$ cat src/rtl/core/s4a_pkg.sv
// Shared types, codes and constants of the SOCKS4a request parser.
package s4a_pkg;

    // Parser phases
    localparam logic [2:0] PH_HEADER   = 3'd0;
    localparam logic [2:0] PH_USERID   = 3'd1;
    localparam logic [2:0] PH_DOMAIN   = 3'd2;
    localparam logic [2:0] PH_ACCEPTED = 3'd3;
    localparam logic [2:0] PH_REJECTED = 3'd4;

    // Result kinds
    localparam logic [1:0] KIND_VERDICT = 2'd0;
    localparam logic [1:0] KIND_DOMAIN  = 2'd1;
    localparam logic [1:0] KIND_PAYLOAD = 2'd2;

    // Verdict codes
    localparam logic [1:0] V_ADDRESS = 2'd0;
    localparam logic [1:0] V_NAME    = 2'd1;
    localparam logic [1:0] V_REJECT  = 2'd2;

    // Protocol constants
    localparam logic [7:0]  SOCKS_VERSION  = 8'd4;
    localparam logic [7:0]  CMD_CONNECT    = 8'd1;
    localparam logic [31:0] LOW_ADDR_LIMIT = 32'd256;
    localparam logic [3:0]  HEADER_BYTES   = 4'd8;

    // Header byte positions
    localparam logic [3:0] HDR_VERSION  = 4'd0;
    localparam logic [3:0] HDR_COMMAND  = 4'd1;
    localparam logic [3:0] HDR_ADDR_POS = 4'd4;

    typedef struct packed {
        logic       new_connection;
        logic [7:0] data_byte;
    } t_in_item;

    typedef struct packed {
        logic [1:0]  kind;
        logic [1:0]  verdict;
        logic [15:0] target_port;
        logic [31:0] dest_address;
        logic [7:0]  out_byte;
    } t_out_item;

    typedef struct packed {
        logic [2:0]  phase;
        logic [3:0]  header_index;
        logic        version_command_ok;
        logic [15:0] port_value;
        logic [31:0] address_value;
        logic        name_seen;
    } t_state;

    localparam t_state STATE_RESET = '{
        phase:              PH_HEADER,
        header_index:       4'd0,
        version_command_ok: 1'b1,
        port_value:         16'd0,
        address_value:      32'd0,
        name_seen:          1'b0
    };

endpackage

$ cat src/rtl/core/s4a_if.sv
// Valid/ready channel interfaces for request bytes and parser results.
interface s4a_in_if;
    logic              valid;
    logic              ready;
    s4a_pkg::t_in_item payload;

    modport source (output valid, output payload, input ready);
    modport sink   (input valid, input payload, output ready);
endinterface

interface s4a_out_if;
    logic               valid;
    logic               ready;
    s4a_pkg::t_out_item payload;

    modport source (output valid, output payload, input ready);
    modport sink   (input valid, input payload, output ready);
endinterface

$ cat src/rtl/core/socks4a_request_parser.sv
// SOCKS4a connect request parser: one client byte in, at most one result out.
// One request byte is taken per clock cycle while the skid register is empty;
// the parser state updates in the same cycle, and the result (verdict, domain
// byte or payload byte) is registered into the output register or, when that
// stays full, into its one-entry skid register. Input ready drops only when
// both are full; with the sink always ready the block sustains one byte per
// cycle indefinitely. A new-connection mark on a byte restarts parsing before
// that byte is taken. Reset is synchronous and active low.
module socks4a_request_parser (
    input  logic              i_clk,
    input  logic              i_rst_n,
    s4a_in_if.sink            i_req,
    s4a_out_if.source         o_res
);

    s4a_pkg::t_state    r_state;
    s4a_pkg::t_state    step_state;
    logic               step_valid;
    s4a_pkg::t_out_item step_res;

    logic               r_out_v, n_out_v;
    s4a_pkg::t_out_item r_out, n_out;
    logic               r_skid_v, n_skid_v;
    s4a_pkg::t_out_item r_skid, n_skid;

    logic               accept;
    logic               out_take;

    s4a_step u_step (
        .i_state     (r_state),
        .i_item      (i_req.payload),
        .o_state     (step_state),
        .o_res_valid (step_valid),
        .o_res       (step_res)
    );

    assign i_req.ready   = !r_skid_v;
    assign accept        = i_req.valid && !r_skid_v;
    assign out_take      = r_out_v && o_res.ready;
    assign o_res.valid   = r_out_v;
    assign o_res.payload = r_out;

    // drain the output register, refill from skid or from a new result
    always_comb begin
        n_out_v  = r_out_v;
        n_out    = r_out;
        n_skid_v = r_skid_v;
        n_skid   = r_skid;
        if (out_take) begin
            if (r_skid_v) begin
                n_out    = r_skid;
                n_skid_v = 1'b0;
            end else begin
                n_out_v = 1'b0;
            end
        end
        if (accept && step_valid) begin
            if (!n_out_v) begin
                n_out_v = 1'b1;
                n_out   = step_res;
            end else begin
                n_skid_v = 1'b1;
                n_skid   = step_res;
            end
        end
    end

    // hold parser state and output control
    always_ff @(posedge i_clk) begin
        if (!i_rst_n) begin
            r_state  <= s4a_pkg::STATE_RESET;
            r_out_v  <= 1'b0;
            r_skid_v <= 1'b0;
        end else begin
            if (accept) r_state <= step_state;
            r_out_v  <= n_out_v;
            r_skid_v <= n_skid_v;
        end
    end

    // payload registers
    always_ff @(posedge i_clk) begin
        r_out  <= n_out;
        r_skid <= n_skid;
    end

endmodule

$ cat src/rtl/core/s4a_step.sv
// Next-state and result logic for one request byte.
module s4a_step (
    input  s4a_pkg::t_state    i_state,
    input  s4a_pkg::t_in_item  i_item,
    output s4a_pkg::t_state    o_state,
    output logic               o_res_valid,
    output s4a_pkg::t_out_item o_res
);

    s4a_pkg::t_state st;
    s4a_pkg::t_state nx;
    logic [7:0]      b;
    logic [3:0]      idx_inc;

    always_comb begin
        // restart on a new connection before taking the byte
        st          = i_item.new_connection ? s4a_pkg::STATE_RESET : i_state;
        b           = i_item.data_byte;
        nx          = st;
        idx_inc     = st.header_index + 4'd1;
        o_res_valid = 1'b0;
        o_res       = '0;

        unique case (st.phase)
            s4a_pkg::PH_HEADER: begin
                // collect version, command, port and address
                if (st.header_index == s4a_pkg::HDR_VERSION) begin
                    if (b != s4a_pkg::SOCKS_VERSION) nx.version_command_ok = 1'b0;
                end else if (st.header_index == s4a_pkg::HDR_COMMAND) begin
                    if (b != s4a_pkg::CMD_CONNECT) nx.version_command_ok = 1'b0;
                end else if (st.header_index < s4a_pkg::HDR_ADDR_POS) begin
                    nx.port_value = {st.port_value[7:0], b};
                end else begin
                    nx.address_value = {st.address_value[23:0], b};
                end
                nx.header_index = idx_inc;
                if (idx_inc >= s4a_pkg::HEADER_BYTES) nx.phase = s4a_pkg::PH_USERID;
            end
            s4a_pkg::PH_USERID: begin
                // skip user id; at its end go to domain or give the verdict
                if (b == 8'd0) begin
                    if (st.address_value < s4a_pkg::LOW_ADDR_LIMIT) begin
                        nx.phase = s4a_pkg::PH_DOMAIN;
                    end else begin
                        o_res_valid          = 1'b1;
                        o_res.kind           = s4a_pkg::KIND_VERDICT;
                        o_res.verdict        = st.version_command_ok ?
                                               s4a_pkg::V_ADDRESS : s4a_pkg::V_REJECT;
                        o_res.target_port    = st.port_value;
                        o_res.dest_address   = st.address_value;
                        nx.phase             = st.version_command_ok ?
                                               s4a_pkg::PH_ACCEPTED : s4a_pkg::PH_REJECTED;
                    end
                end
            end
            s4a_pkg::PH_DOMAIN: begin
                if (b == 8'd0) begin
                    // end of name: decide
                    o_res_valid        = 1'b1;
                    o_res.kind         = s4a_pkg::KIND_VERDICT;
                    o_res.target_port  = st.port_value;
                    o_res.dest_address = st.address_value;
                    if (!st.version_command_ok) begin
                        o_res.verdict = s4a_pkg::V_REJECT;
                        nx.phase      = s4a_pkg::PH_REJECTED;
                    end else begin
                        o_res.verdict = st.name_seen ? s4a_pkg::V_NAME : s4a_pkg::V_ADDRESS;
                        nx.phase      = s4a_pkg::PH_ACCEPTED;
                    end
                end else begin
                    // emit name bytes only for a good request
                    nx.name_seen = 1'b1;
                    if (st.version_command_ok) begin
                        o_res_valid    = 1'b1;
                        o_res.kind     = s4a_pkg::KIND_DOMAIN;
                        o_res.out_byte = b;
                    end
                end
            end
            s4a_pkg::PH_ACCEPTED: begin
                // pass payload through
                o_res_valid    = 1'b1;
                o_res.kind     = s4a_pkg::KIND_PAYLOAD;
                o_res.out_byte = b;
            end
            default: begin
                // rejected or unused phase: drop the byte
                o_res_valid = 1'b0;
            end
        endcase

        o_state = nx;
    end

endmodule

$ cat src/flat_wrapper.sv
// flat-port wrapper written by rule: the top's interface ports become plain ports
module socks4a_request_parser_flat 
  (i_clk, i_rst_n, i_req_valid, i_req_payload, i_req_ready, o_res_valid, o_res_payload, o_res_ready);
  s4a_in_if i_req_i ();
  s4a_out_if o_res_i ();
  input  logic i_clk;
  input  logic i_rst_n;
  input wire logic [$bits(i_req_i.valid)-1:0] i_req_valid;
  input wire logic [$bits(i_req_i.payload)-1:0] i_req_payload;
  output wire logic [$bits(i_req_i.ready)-1:0] i_req_ready;
  output wire logic [$bits(o_res_i.valid)-1:0] o_res_valid;
  output wire logic [$bits(o_res_i.payload)-1:0] o_res_payload;
  input wire logic [$bits(o_res_i.ready)-1:0] o_res_ready;
  assign i_req_i.valid = i_req_valid;
  assign i_req_i.payload = i_req_payload;
  assign i_req_ready = i_req_i.ready;
  assign o_res_valid = o_res_i.valid;
  assign o_res_payload = o_res_i.payload;
  assign o_res_i.ready = o_res_ready;
  socks4a_request_parser u_core (.i_clk(i_clk), .i_rst_n(i_rst_n), .i_req(i_req_i), .o_res(o_res_i));
endmodule
$ cat config.mk
export PLATFORM = sky130hd
export DESIGN_NAME = socks4a_request_parser_flat
export DESIGN_NICKNAME = d
export VERILOG_FILES = /design/src/rtl/core/s4a_pkg.sv /design/src/rtl/core/s4a_if.sv /design/src/rtl/core/socks4a_request_parser.sv /design/src/rtl/core/s4a_step.sv /design/src/flat_wrapper.sv
export SDC_FILE = /design/constraint.sdc
export NUM_CORES = 1
export LEC_CHECK = 0
export BUFFER_PORTS_ARGS = -buffer_cell sky130_fd_sc_hd__buf_2
export CAP_MARGIN = 20
export CORE_UTILIZATION = 46
export CTS_BUF_LIST = sky130_fd_sc_hd__clkbuf_4 sky130_fd_sc_hd__clkbuf_8 sky130_fd_sc_hd__clkbuf_16
export DETAILED_ROUTE_END_ITERATION = 10
export PLACE_DENSITY_LB_ADDON = 0.05
export SLEW_MARGIN = 40
export SYNTH_ARGS = -nofsm -noshare
export SYNTH_HDL_FRONTEND = slang
export SYNTH_SLANG_ARGS = --single-unit
$ cat constraint.sdc
create_clock -name i_clk -period 7.6 [get_ports i_clk]
set_clock_uncertainty 0.15 [all_clocks]
set_input_delay 0.38 -clock i_clk [delete_from_list [all_inputs] [get_ports i_clk]]
set_output_delay 0.38 -clock i_clk [all_outputs]
set_load 0.01 [all_outputs]
==> metrics.yaml <==
outcome:
  status: "finished clean"
final_layout:
  drive_above_1_share: 0.2028
  utilization: 0.5491
  antenna_cells: 0
  nets: 718
  synthToLayoutAreaGrowth_pct: 15.78
  final_common_cell: "dfxtp_1"
  fillerInstances: 1446
  layout_common_cells: "119 x dfxtp_1, 99 x mux2i_1, 74 x buf_2, 60 x edfxtp_1, 54 x inv_1"
timing:
  finalWorstSetupSlack_ps: 4471
  fmax_ghz: 0.3196
  fin_setup_tns_ps: 0
  fin_crit_sh: 0.4117
  slew_violations: 0
  fin_crit_ps: 3129
  setup_viol: 0
  grt_setup_unrepaired: "no"
  maxSlewHeadroom: 0.5172
  tightest_slew_ps: 718.3
  finalHoldViolCount: 0
routing:
  vias: 5115
  wl_um: 17030
  wl_per_cell_um: 18.30
  initialDrtViolationCount: 373
  vias_per_cell: 5.494
  drc: 0
  firstDrtPassIters: 4
  ant_nets: 0
synthesis:
  yosys.area.top_type: "dfxtp_1"
  syn_area_per_cell_um2: 11.75
  synth-seq-cells: 179
  netlist_instances: 646
  synth_warnings: 0
  syn-cell-area_um2: 7589
  synthTopCellsByArea: "dfxtp_1 31%, edfxtp_1 24%, mux2i_1 13%"
  ys_seq_area_frac: 0.5514
  synth.top_cell.area_share: 0.3139
  syn_nets: 662
  yosysUniqueCellTypes: 52
floorplanning:
  rows: 46
  die_h_um: 130.4
  initial_core_util: 0.4743
  die_x_um: 130.4
  boundaryPins: 75
  dieArea_um2: 17010
  fp.coreArea_um2: 16000
setup_path:
  worstPathMaxFanout: 34
  worstPathCellList: "or4b_4, nor4_2, a21oi_1, nor2_4, buf_4"
  start_kind: "register"
  cp.required_ps: 7520
  worstSetupPathType: "reg -> reg"
  cp.buffers_inverters: 1
  end_kind: "register"
  critPathMaxStageDelay_ps: 560
  cp_top_family: "simple AND/OR/NAND/NOR gates"
  slowest_stage: "or4b_4"
  critPathArrivalTime_ps: 3050
clock_network:
  h-tree-depth: 4
  postCtsSetupBuffers: 0
  numCtsBuffers: 17
  cts_root_buffer: "clkbuf_16"
  clk_pin_slew_ps: 60
  clk_latency_ps: 430
  cts_tree: "built"
  hold_buffers: 0
  cts_buffer_depth: 2
  cts.sinks: 179
  ctsResizeCount: 0
placement:
  post-place-ws_ps: 3759
  gp_congestion: 0.8505
  place_hpwl_um: 11710
  port_buffers: 74
power_and_ir_drop:
  p_leak_nw: 3.900
  ir_drop_mv: 0.1572
  power.density_nw_per_um2: 222.0
global_routing:
  grt_pass1_wl_um: 27280
  overflow: 0
  grt_pass1_vias: 5108
  grt_max_degree: 50
  grtUsageTotal: 0.2141
  antenna_found_initial: 0
hold_path:
  hold_path.class: "in -> reg"
run:
  maxCapViolCount: 0
## synth_stat cells, drive strengths merged
master and instances:
dfxtp 119, mux2i 99, edfxtp 60, inv 54
o211ai 51, nor2b 35, a22oi 32, clkbuf 31
mux2 22, buf 17, a22o 16, o21ai 12
nor4 11, and2 10, nor2 10, a21oi 9
nor3 8, nand3 6, a21boi 5, or4 5
nand2 4, nand2b 4, or2 4, ha 3
o311a 3, and3 2, a2bb2oi 1, a311o 1
a31oi 1, a32oi 1, nand4 1, nand4bb 1
o21ba 1, o221a 1, o22ai 1, o311ai 1
o31ai 1, o41ai 1, or4b 1, xor2 1
## final cells by class
type / count / area (µm²) / share of cell area
clock buffers: 17 / 425.4 / 0.04842
flip-flops and latches: 179 / 4184 / 0.4762
clock inverters: 15 / 202.7 / 0.02307
inverters: 54 / 202.7 / 0.02307
multi-input cells: 365 / 3000 / 0.3415
repair buffers: 85 / 500.5 / 0.05696
well taps: 216 / 270.3 / 0.03076
## registers in the layout, indices dropped and copies added, names as in the netlist
register              flops
u_core.r_skid_v           1
u_core.r_state           57
u_core.o_res.payload     60
u_core.o_res.valid        1
u_core.r_skid            60
## stage by stage
stage / hold slack, ps / instances / total power [mW] / cell area [µm²]
finish: 62.73 / 931 / 1.951 / 8786
detailed placement: 319.1 / 898 / 1.042 / 8123
floorplan: 299.6 / 646 / 1.029 / 7589
global route: 63.59 / 931 / 2.012 / 8786
CTS: 45.11 / 930 / 1.972 / 8751
global placement: 311.7 / 896 / 1.041 / 8074
## path summary, 6_finish.rpt
path	slack, ps	from	endpoint	cells after the start
min reg2reg	330	u_core.r_state[46]	u_core.r_state[46]	1
max reg2reg	4470	u_core.r_state[54]	u_core.r_skid[51]	5
min	60	i_req_payload[7]	u_core.r_state[40]	2
max	4470	u_core.r_state[54]	u_core.r_skid[51]	5
## routing by layer
layer | global-route usage | wire, µm
met5 | 0 | 0
met4 | 0.1055 | 435
met1 | 0.2790 | 7984
met3 | 0.04560 | 595
met2 | 0.3392 | 8019
## logic make-up after synthesis
| logic type | Yosys count | share of synthesized area |
|---|---|---|
| compound gates | 138 | 0.1347 |
| buf+inv | 102 | 0.06100 |
| flops | 179 | 0.5514 |
| simple gates | 102 | 0.08359 |
| xor+xnor | 1 | 0.001154 |
| mux | 121 | 0.1632 |
| fa+ha+maj | 3 | 0.004947 |
## report_power, final
group / internal (mW) / switching [mW]
sequential: 0.984 / 0.00364
clock: 0.554 / 0.376
combinational: 0.0118 / 0.0217
(Power assumes the default switching activity.)
